--- config.mk ---
export PLATFORM = sky130hd
export DESIGN_NAME = prlf_front
export DESIGN_NICKNAME = d
export VERILOG_FILES = /design/src/hdl/prlf_pkg.sv /design/src/hdl/prlf_front.sv
export SDC_FILE = /design/constraint.sdc
export NUM_CORES = 1
export LEC_CHECK = 0
export ABC_AREA = 1
export BUFFER_PORTS_ARGS = -buffer_cell sky130_fd_sc_hd__buf_2
export CAP_MARGIN = 20
export CORE_MARGIN = 2
export CORE_UTILIZATION = 40
export CTS_BUF_LIST = sky130_fd_sc_hd__clkbuf_16
export CTS_CLUSTER_DIAMETER = 200
export DETAILED_ROUTE_END_ITERATION = 6
export GPL_ROUTABILITY_DRIVEN = 0
export GPL_TIMING_DRIVEN = 0
export HOLD_SLACK_MARGIN = 0.08
export PLACE_DENSITY_LB_ADDON = 0.08
export SETUP_SLACK_MARGIN = 0.5
export SLEW_MARGIN = 20
export SYNTH_ARGS = -nofsm -noshare
export SYNTH_HDL_FRONTEND = slang
export SYNTH_SLANG_ARGS = --single-unit
--- constraint.sdc ---
create_clock -name clk -period 2.4 [get_ports clk]
set_input_delay 0 -clock clk [delete_from_list [all_inputs] [get_ports clk]]
set_output_delay 0 -clock clk [all_outputs]
set_load 0.01 [all_outputs]
--- src/hdl/prlf_pkg.sv ---
package prlf_pkg;

  localparam int ID_W        = 32;
  localparam int QTY_W       = 31;
  localparam int SUM_W       = 35;
  localparam int PROD_W      = 2 * QTY_W;
  localparam int REM_W       = SUM_W + 1;
  localparam int STEP_W      = $clog2(QTY_W);
  localparam int MAX_RESULTS = 16;
  localparam int LEVEL_DEPTH_DEF = 16;

  typedef enum logic [1:0] {
    ACT_INSERT  = 2'd0,
    ACT_CANCEL  = 2'd1,
    ACT_AGGRESS = 2'd2,
    ACT_BAD     = 2'd3
  } op_t;

  typedef enum logic [1:0] {
    KIND_FILL      = 2'd0,
    KIND_INSERTED  = 2'd1,
    KIND_CANCELLED = 2'd2,
    KIND_REJECTED  = 2'd3
  } kind_t;

  typedef enum logic [3:0] {
    ST_IDLE,
    ST_DECODE,
    ST_MUL,
    ST_DINIT,
    ST_DIV,
    ST_LINIT,
    ST_RANK,
    ST_CNT,
    ST_PICK,
    ST_EMIT
  } state_t;

  typedef struct packed {
    op_t               op;
    logic [ID_W-1:0]   id;
    logic [QTY_W-1:0]  qty;
    logic              qty_zero;
  } item_t;

endpackage

--- src/hdl/prlf_front.sv ---
module prlf_front (
  input  logic                      clk,
  input  logic                      rst_n,
  input  logic                      in_valid,
  output logic                      in_stall,
  input  logic [1:0]                in_action,
  input  logic [prlf_pkg::ID_W-1:0] in_order_id,
  input  logic [prlf_pkg::QTY_W-1:0] in_quantity,
  output logic                      q_valid,
  output prlf_pkg::item_t           q_item,
  input  logic                      q_pop
);

  prlf_pkg::item_t fifo_r [2];
  logic            wr_ptr_r, wr_ptr_nxt;
  logic            rd_ptr_r, rd_ptr_nxt;
  logic [1:0]      cnt_r, cnt_nxt;
  logic            push;
  prlf_pkg::item_t cls;

  always_comb begin
    cls.id       = in_order_id;
    cls.qty      = in_quantity;
    cls.qty_zero = (in_quantity == '0);
    cls.op       = prlf_pkg::op_t'(in_action);
  end

  assign in_stall = (cnt_r == 2'd2);
  assign push     = in_valid && !in_stall;
  assign q_valid  = (cnt_r != 2'd0);
  assign q_item   = fifo_r[rd_ptr_r];

  always_comb begin
    wr_ptr_nxt = wr_ptr_r ^ push;
    rd_ptr_nxt = rd_ptr_r ^ q_pop;
    cnt_nxt    = cnt_r + 2'(push) - 2'(q_pop);
  end

  always_ff @(posedge clk) begin
    if (!rst_n) begin
      wr_ptr_r <= 1'b0;
      rd_ptr_r <= 1'b0;
      cnt_r    <= 2'd0;
    end else begin
      wr_ptr_r <= wr_ptr_nxt;
      rd_ptr_r <= rd_ptr_nxt;
      cnt_r    <= cnt_nxt;
    end
  end

  always_ff @(posedge clk) begin
    if (push) begin
      fifo_r[wr_ptr_r] <= cls;
    end
  end

endmodule

==> results of run 1 <==
## metal layers
| layer | vias up | GRT usage |
|---|---|---|
| met1 | 1414 | 0.178 |
| met3 | 12 | 0.0498 |
| met5 | - | 0 |
| li1 | 1462 | - |
| met2 | 94 | 0.224 |
| met4 | 0 | 0.0625 |
## state kept, by name, summed over array words and instances (netlist names), named ones only
name and count:
cnt_r 2, fifo_r 132, wr_ptr_r 1, rd_ptr_r 1
## metrics by stage
stage | hold WS, ns | TNS, ns | cell area [um2] | setup slack [ns]
floorplan | 0.0935 | -24.63 | 5280 | -0.187
global placement | 0.188 | -173.03 | 6180 | -1.32
detailed placement | 0.191 | 0 | 6240 | 0.572
CTS | 0.153 | 0 | 7390 | 0.555
global route | 0.203 | 0 | 7420 | 0.586
finish | 0.185 | 0 | 7420 | 0.698
## final timing paths
kind,endpoint,slack (ns),cells after the start
max reg2reg,fifo_r[1][35],0.70,5
min,wr_ptr_r,0.19,5
min reg2reg,rd_ptr_r,0.52,2
max,fifo_r[1][35],0.70,5
## synthesized netlist by cell type (2+ instances only)
cell      count
nand2_1      14
buf_2         2
nor2_1       25
ha_1          4
mux2_4       40
buf_6         5
edfxtp_1    132
mux2_2       26
inv_1         9
dfxtp_1       5
## what timing repair did
action	CTS	global route
hold buffers	67	0
setup endpoints to repair	0	76
hold endpoints to repair	137	0
buffers inserted	0	2
## cell families (layout without fill, tap and decap cells)
kind of cell | Yosys count | after routing | share of synthesized area
buffers and inverters | 16 | 252 | 0.0189
multiplexers | 66 | 66 | 0.169
AO/OA/AOI/OAI | 2 | 2 | 0.00189
flip-flops | 137 | 137 | 0.769
AND/OR/NAND/NOR | 41 | 41 | 0.0298
XOR/XNOR | 1 | 1 | 0.00166
adder cells (fa/ha/maj) | 4 | 4 | 0.00947
## cell type report
cell class                      count  area, um2
Fill cell                        1058       5360
Timing Repair Buffer              207       1420
Inverter                            9       33.8
Multi-Input combinational cell    114       1140
Clock inverter                     12       47.5
Tap cell                          172        215
Sequential cell                   137       4060
Buffer                              7       66.3
Clock buffer                       17        425
## worst min-delay path, delay by kind of cell
kind	cells	cell delay, ns
buffers and inverters	2	0.26
AND/OR/NAND/NOR	1	0.03
adder cells (fa/ha/maj)	1	0.14
AO/OA/AOI/OAI	1	0.11
## where the power goes
group	total, uW	leakage [uW]	internal [uW]	switching (uW)
registers	2960	0.00127	2900	53.9
logic	997	0.00143	516	481
clock network	2100	0.000244	1250	843
==> metrics.cfg, run 1 <==
[floorplanning]
coreArea_um2 = 12800
rows = 41
ios = 137
die_y_um = 119
dieArea_um2 = 14100
start_util = 0.414
die_w_um = 119

[cts]
cts_buffers = 17
cts_num_sinks = 137
clkLatencyLatePin_ns = 0.40
cts_resized = 0
clock_path_buffers = 2
htreeDepth = 4
path_clk_slew_ns = 0.05
cts_root_buffer = clkbuf_16
cts_tree = done

[sta]
worst_pin_slew_ns = 0.310
slew_headroom = 0.793
timing.final.crit_share = 0.709
finClkSkew_ns = 0.00373
min_period_ns = 1.70
setup_viol = 0
hold_viol_final = 0
rsz0062_at_grt = false
fmax_mhz = 587
slew_viol_final = 0

[yosys]
ys.flop_type = edfxtp_1
synthDistinctLibCells = 15
synthArstFlopShare = 0
syn_area_um2 = 5280
ys_top_cells_by_area = edfxtp_1 75%, mux2_4 11%, mux2_2 5.5%, dfxtp_1 1.9%, nor2_1 1.8%
synth_top_cell_by_area = edfxtp_1
syn_avg_cell_area_um2 = 19.8
ys_warn_count = 0
yosysTopAreaCellShare = 0.750
synth_seq_area_share = 0.769
ys_ff_latch = 137
synth_nets = 340
synth_edf_count = 132
netlist_instances = 267

[layout]
fin_util = 0.581
nets = 566
mostFrequentLayoutCell = buf_2
syn_to_final_growth_pct = 40.4
diodes = 0
instances_no_fill = 675
final_cell_mix = 138 x buf_2, 132 x edfxtp_1, 67 x dlygate4sd3_1
drive_above_1_share = 0.467

[power_and_ir_drop]
p_total_uw = 6050
p_per_area_nw_per_um2 = 816
p_leak_uw = 0.00294
ir_drop_mv = 0.443

[worst_setup_path]
cp-end-kind = flip-flop
crit_chain = inv_1 -> o21ai_0 -> inv_1 -> ha_4 -> buf_12
cp-startpoint = cnt_r[1]
critPathMostFrequentCell = inv_1
arrival_ns = 1.79
cp.required_ns = 2.49
cp_slowest_stage_delay_ns = 0.37
path_max_fanout = 38
cp_num_buf_inv = 3
crit_family = buffers and inverters
cp-start-kind = flip-flop
path_class = reg -> reg
reg2reg_from = cnt_r[1]
cp_slowest_cell = ha_4

[routing]
num_vias = 2982
drt_first_pass_iters = 4
highest_layer = met4
wl_mm = 9.87
ant_nets = 0
drt-met1-wl_mm = 4.52
routed_via_density = 4.42
drt-initial-drc-count = 149
wl_met2_mm = 4.65
avgRoutedWirePerCell_um = 14.6
drc_errors = 0
wl_met3_um = 536

[grt]
grt_pass1_wl_mm = 15.2
antenna_found_initial = 0
overflow = 0
grt_pass1_vias = 3122
grt_max_degree = 39
grt_usage = 0.142

[placement]
portBuffers = 136
dp.cells = 577
hpwlAfterDp_mm = 6.01

[worst_hold_path]
worstHoldStart = in_valid
hp-class = in -> reg

[status]
status = finished clean

[job]
cap_violations = 0

No activity file was read; power rests on OpenSTA's default activity.
==> run 2, diff against run 1 <==
--- a/config.mk
+++ b/config.mk
@@ -5,7 +5,7 @@
 export SDC_FILE = /design/constraint.sdc
 export NUM_CORES = 1
 export LEC_CHECK = 0
-export ABC_AREA = 1
+export ABC_AREA = 0
 export BUFFER_PORTS_ARGS = -buffer_cell sky130_fd_sc_hd__buf_2
 export CAP_MARGIN = 20
 export CORE_MARGIN = 2
==> constraint.sdc (replaced) <==
create_clock -name clk -period 1.77 [get_ports clk]
set_input_delay 0 -clock clk [delete_from_list [all_inputs] [get_ports clk]]
set_output_delay 0 -clock clk [all_outputs]
set_load 0.01 [all_outputs]
==> run 2 against run 1 <==
  * First-iteration DRC count down 18%
  * Synthesized area down 1.1%
  * Critical path depth down 1
  * Die area down 1.0%
  * Cell area up 13%
  * Combinational power rose to 2.9 times the previous value
  * Sequential share of layout area down 6.3 points
  * Power up 69%
  * Hold slack better by 0.13 ns
  * Register-to-register slack worse by 0.37 ns
  * Highest routed layer unchanged
==> metrics.cfg, run 2 <==
[power_and_ir_drop]
switchingPower_uw = 2440
combinationalPowerShare = 0.287
power.share.sequential = 0.418
ir_drop_mv = 0.713
switching_share = 0.239
clkPwrFrac = 0.295
p_int_uw = 7780
p_per_area_nw_per_um2 = 1220
p_leak_uw = 0.00334

[cts]
htreeDepth = 4
cts_num_sinks = 137
cts_root_buffer = clkbuf_16
clkLatencyLatePin_ns = 0.41
cts_buffers = 17
path_clk_slew_ns = 0.05
cts_tree = done
clock_path_buffers = 2

[grt]
grt_usage = 0.170
grt_pass1_wl_mm = 17.5
overflow = 0
grt_max_degree = 18
grt_pass1_vias = 3396
antenna_found_initial = 0

[routing]
wl_mm = 11.7
drt_first_pass_iters = 4
drc_errors = 0
avgRoutedWirePerCell_um = 17.0
num_vias = 3117
ant_nets = 0
drt-initial-drc-count = 122
routed_via_density = 4.52

[sta]
slew_viol_final = 0
hold_viol_final = 0
rsz0062_at_grt = true
fmax_mhz = 655
tns_ns = 0
setup_viol = 0
slew_headroom = 0.716
min_period_ns = 1.53
finClkSkew_ns = 0.00675
worst_pin_slew_ns = 0.422
timing.final.crit_share = 0.862

[job]
cap_violations = 0

[yosys]
syn_avg_cell_area_um2 = 21.8
ys.flop_type = edfxtp_1
synth_edf_count = 132
synth_simple_gate_area_frac = 0.0215
synth_common_cells = 132 x edfxtp_1, 40 x mux2_4, 26 x mux2_2, 7 x nor4_1
synthArstFlopShare = 0
synth-compound-area-share = 0
syn_area_um2 = 5230
ys_top_cells_by_area = edfxtp_1 76%, mux2_4 11%, mux2_2 5.6%, dfxtp_1 1.9%, buf_6 1.1%
ys_warn_count = 0
ys_ff_latch = 137
yosysTopAreaCellShare = 0.758
netlist_instances = 240
synth.most_common_cell = edfxtp_1
synth_top_cell_by_area = edfxtp_1
synth_xor_area_frac = 0.00503
synthDistinctLibCells = 19
synth_fa_ha_area_frac = 0.00957
synth_seq_area_share = 0.777
synth_top_family_by_area = multiplexers
synthMuxAreaShare = 0.171
synth_nets = 313

[worst_setup_path]
regToRegSetupSlack_ns = 0.33
reg2reg_from = cnt_r[0]
path_class = reg -> out
cp-start-kind = flip-flop
cp.required_ns = 1.77
path_max_fanout = 10
arrival_ns = 1.53
cp-end-kind = primary output

[placement]
placed_cell_area_um2 = 6160
portBuffers = 136
hpwlAfterDp_mm = 5.85

[floorplanning]
die_w_um = 118
ios = 137
rows = 41
die_y_um = 118
start_util = 0.413
coreArea_um2 = 12700
dieArea_um2 = 14000

[layout]
syn_to_final_growth_pct = 60.5
largest_reg_flops = 132
diodes = 0
largestRegisters = fifo_r: 132 flops, cnt_r: 2 flops
design_area_um2 = 8390
nets = 577
fin_util = 0.662
mostFrequentLayoutCell = edfxtp_1
drive_above_1_share = 0.547
final_cell_mix = 132 x edfxtp_1, 120 x buf_2, 68 x dlygate4sd3_1
regMostFlops = fifo_r

[status]
status = finished clean

[worst_hold_path]
worstHoldStart = in_order_id[3]
hp-class = in -> reg

## run 2: cell types whose count changed after synthesis, sizes merged, moves of 2 or more
cell | previous run | this run
nor2 | 25 | 1
and2 | 0 | 4
nor4 | 0 | 7
inv | 9 | 4
nand4 | 0 | 2
nand2 | 14 | 1
## run 2: per-stage QoR
| step | hold WS [ns] | instances | power, uW | worst slack [ns] |
|---|---|---|---|---|
| detailed placement | 0.191 | 548 | 5950 | -0.0697 |
| CTS | 0.296 | 682 | 10100 | 0.230 |
| global route | 0.311 | 689 | 10700 | 0.191 |
| global placement | 0.188 | 548 | 5930 | -0.0903 |
| finish | 0.318 | 689 | 10200 | 0.244 |
| floorplan | 0.0989 | 240 | 5330 | 0.252 |
## run 2: path summary, 6_finish.rpt
check | end | cells after the start
max | q_item[50] | 4
min | fifo_r[1][35] | 2
max reg2reg | cnt_r[1] | 8
min reg2reg | flip-flop | 2
## run 2: power by group through the flow
stage / logic [uW] / clock network (uW) / registers (uW)
2_1_floorplan: 1020 / 0 / 4310
3_3_place_gp: 1610 / 0 / 4330
3_5_place_dp: 1600 / 0 / 4350
4_1_cts: 2700 / 3090 / 4270
5_1_grt: 3110 / 3230 / 4320
6_report: 2930 / 3020 / 4270
## run 2: cells by family after synthesis
kind of cell,Yosys count
muxes,66
DFF,137
and+or+nand+nor,19
xor gates and xnor gates,3
buffers and inverters,11
adders and majority gates,4
## run 2: area by class of cell
cell class | instances | area, um2
Timing Repair Buffer | 245 | 2290
Multi-Input combinational cell | 92 | 1170
Sequential cell | 137 | 4070
Tap cell | 172 | 215
Buffer | 7 | 115
Inverter | 4 | 17.5
Clock inverter | 15 | 83.8
Fill cell | 917 | 4280
Clock buffer | 17 | 425
## run 2: what timing repair did
item / CTS / global route
buffers inserted: 24 / 1
resized for setup: 42 / 23
hold buffers: 68 / 0
endpoints found under the hold margin: 137 / 0
pin swaps: 5 / 2
setup endpoints to repair: 200 / 201
gates cloned: 10 / 6
## run 2: per-layer routing
metal / wire (um) / global-route usage / vias to the layer above
met3: 589 / 0.0545 / 14
met5: 0 / 0 / -
met4: 187 / 0.0768 / 0
met2: 5970 / 0.290 / 92
met1: 4950 / 0.194 / 1516
li1: - / - / 1495
## run 2: critical path: stages (launching register included)
cell     delay, ns
dfxtp_4       0.39
buf_12        0.13
buf_12        0.15
mux2_4        0.31
buf_2         0.14
==> run 3, diff against run 2 <==
--- a/config.mk
+++ b/config.mk
@@ -6,13 +6,13 @@
 export NUM_CORES = 1
 export LEC_CHECK = 0
 export ABC_AREA = 0
-export BUFFER_PORTS_ARGS = -buffer_cell sky130_fd_sc_hd__buf_2
 export CAP_MARGIN = 20
 export CORE_MARGIN = 2
 export CORE_UTILIZATION = 40
 export CTS_BUF_LIST = sky130_fd_sc_hd__clkbuf_16
 export CTS_CLUSTER_DIAMETER = 200
 export DETAILED_ROUTE_END_ITERATION = 6
+export DONT_BUFFER_PORTS = 1
 export GPL_ROUTABILITY_DRIVEN = 0
 export GPL_TIMING_DRIVEN = 0
 export HOLD_SLACK_MARGIN = 0.08
==> run 3 against run 2 <==
  * The run now ends with hold timing left
  * Clock power is 19% higher
  * Power barely moved
  * Hold slack lost 0.40 ns
  * Flip-flop and latch count unchanged
  * Core utilization down 5.7 points
  * Highest routed layer unchanged
  * Largest power group unchanged
  * Largest cell class unchanged
  * Non-clock buffer count is 138 lower
  * Cell area is 8.7% lower
  * Critical path depth stayed put
  * Global-route usage fell by 1.1 points
  * Critical path type unchanged
  * Critical endpoint is now q_item[65]
  * Clock skew is 0.0016 ns lower
  * Maximum frequency increased by 5.2%
==> metrics.cfg, run 3 (same netlist as run 2, synthesis figures left out) <==
[layout]
syn_to_final_growth_pct = 46.6
largestRegisters = fifo_r: 132 flops, cnt_r: 2 flops
nets = 439
diodes = 0
regMostFlops = fifo_r
fin_util = 0.605
final_cell_mix = 132 x edfxtp_1, 67 x dlygate4sd3_1, 54 x mux2_4
mostFrequentLayoutCell = edfxtp_1
multiInputGateArea_um2 = 1210
n_fill_cell = 947
regArea_um2 = 4070
drive_above_1_share = 0.406
design_area_um2 = 7660
largest_reg_flops = 132

[floorplanning]
ios = 137
start_util = 0.413
coreArea_um2 = 12700
rows = 41
dieArea_um2 = 14000
die_y_um = 118
die_w_um = 118

[worst_setup_path]
critPathCapture = q_item[65]
cp-start-kind = flip-flop
path_class = reg -> out
regToRegSetupSlack_ns = 0.32
cp.required_ns = 1.77
path_max_fanout = 5
reg2reg_from = cnt_r[0]
arrival_ns = 1.45
worst-r2r-cell-count = 6
reg2reg_to = fifo_r[0][47]
cp-end-kind = primary output

[grt]
grt_usage = 0.158
grt_max_degree = 17
grt_pass1_wl_mm = 16.0
grt_pass1_vias = 2815
antenna_found_initial = 0
overflow = 0

[cts]
htreeDepth = 4
cts_buffers = 17
clkLatencyLatePin_ns = 0.41
postCtsHoldBufs = 67
cts_tree = done
path_clk_slew_ns = 0.06
cts_num_sinks = 137
clock_path_buffers = 2
cts_root_buffer = clkbuf_16

[routing]
drt_first_pass_iters = 4
drc_errors = 0
wl_mm = 10.8
drt-initial-drc-count = 97
routed_via_density = 4.74
ant_nets = 0
avgRoutedWirePerCell_um = 19.6
num_vias = 2609

[power_and_ir_drop]
p_per_area_nw_per_um2 = 1330
p_leak_uw = 0.00279
ir_drop_mv = 0.775

[sta]
finClkSkew_ns = 0.00517
timing.final.crit_share = 0.819
slew_headroom = 0.673
worst_pin_slew_ns = 0.485
slew_viol_final = 0
tns_ns = 0
min_period_ns = 1.45
setup_viol = 0
holdWs_ns = -0.0834
fmax_mhz = 690
hold_viol_final = 1
rsz0062_at_grt = true

[placement]
portBuffers = 0
placed_cell_area_um2 = 5480
hpwlAfterDp_mm = 5.42

[job]
cap_violations = 0

[status]
violations = hold timing
status = complete, but fails checks

[worst_hold_path]
hp-class = in -> reg

## run 3: cell count changes in the layout (fill, tap and decap cells not counted), sizes merged
cell and change:
clkinvlp +5, buf -135, dlygate4sd3 -1, inv -6
clkinv -2, bufinv +3, bufbuf +1, clkbuf -3
## run 3: area by class of cell
| class | instances | share of cell area |
|---|---|---|
| Sequential cell | 137 | 0.531 |
| Timing Repair Buffer | 107 | 0.185 |
| Multi-Input combinational cell | 92 | 0.158 |
| Clock buffer | 17 | 0.0555 |
| Tap cell | 172 | 0.0281 |
| Clock inverter | 15 | 0.0238 |
| Buffer | 7 | 0.0167 |
| Inverter | 4 | 0.00196 |
## run 3: power by group
| part | switching, uW | internal (uW) |
|---|---|---|
| clock network | 1270 | 2330 |
| logic | 1020 | 1340 |
| registers | 122 | 4150 |
| total | 2410 | 7810 |
## run 3: what timing repair did
| item | CTS | global route |
|---|---|---|
| hold endpoints to repair | 137 | 1 |
| resized for setup | 41 | 16 |
| gates cloned | 10 | 3 |
| pin swaps | 5 | 2 |
| setup buffers | 22 | 5 |
| endpoints found under the setup margin | 200 | 200 |
## run 3: layer usage
layer  global-route usage  share of wire  up-vias
met5                    0              0        -
met4               0.0738          0.021        0
met3               0.0594          0.062       18
met2                0.256           0.51       95
met1                0.187           0.41     1286
li1                     -              -     1210
## run 3: how the worst min path moves through the flow
stage,start,to,slack [ns],cells after the start
3_5_place_dp,in_order_id[28],fifo_r[1][60],0.1,0
4_1_cts,in_valid,wr_ptr_r,-0.1,4
5_1_grt,in_valid,wr_ptr_r,-0.09,4
6_report,in_valid,wr_ptr_r,-0.08,4
2_1_floorplan,in_quantity[9],fifo_r[0][10],0.1,0
3_3_place_gp,in_order_id[19],fifo_r[0][51],0.1,0
## run 3: critical path, cell delays in order, from the launching register on
cell,delay [ns]
dfxtp_4,0.36
buf_6,0.13
buf_16,0.13
buf_6,0.11
mux2_4,0.31
## run 3: stage by stage
step,hold slack (ns),setup slack [ns],std cells,total power [uW]
3_5_place_dp,0.0989,-0.0848,412,5610
5_1_grt,-0.0873,0.273,551,10600
3_3_place_gp,0.0989,-0.0836,412,5600
4_1_cts,-0.0980,0.299,543,10200
2_1_floorplan,0.0989,0.252,240,5330
6_report,-0.0834,0.320,551,10200
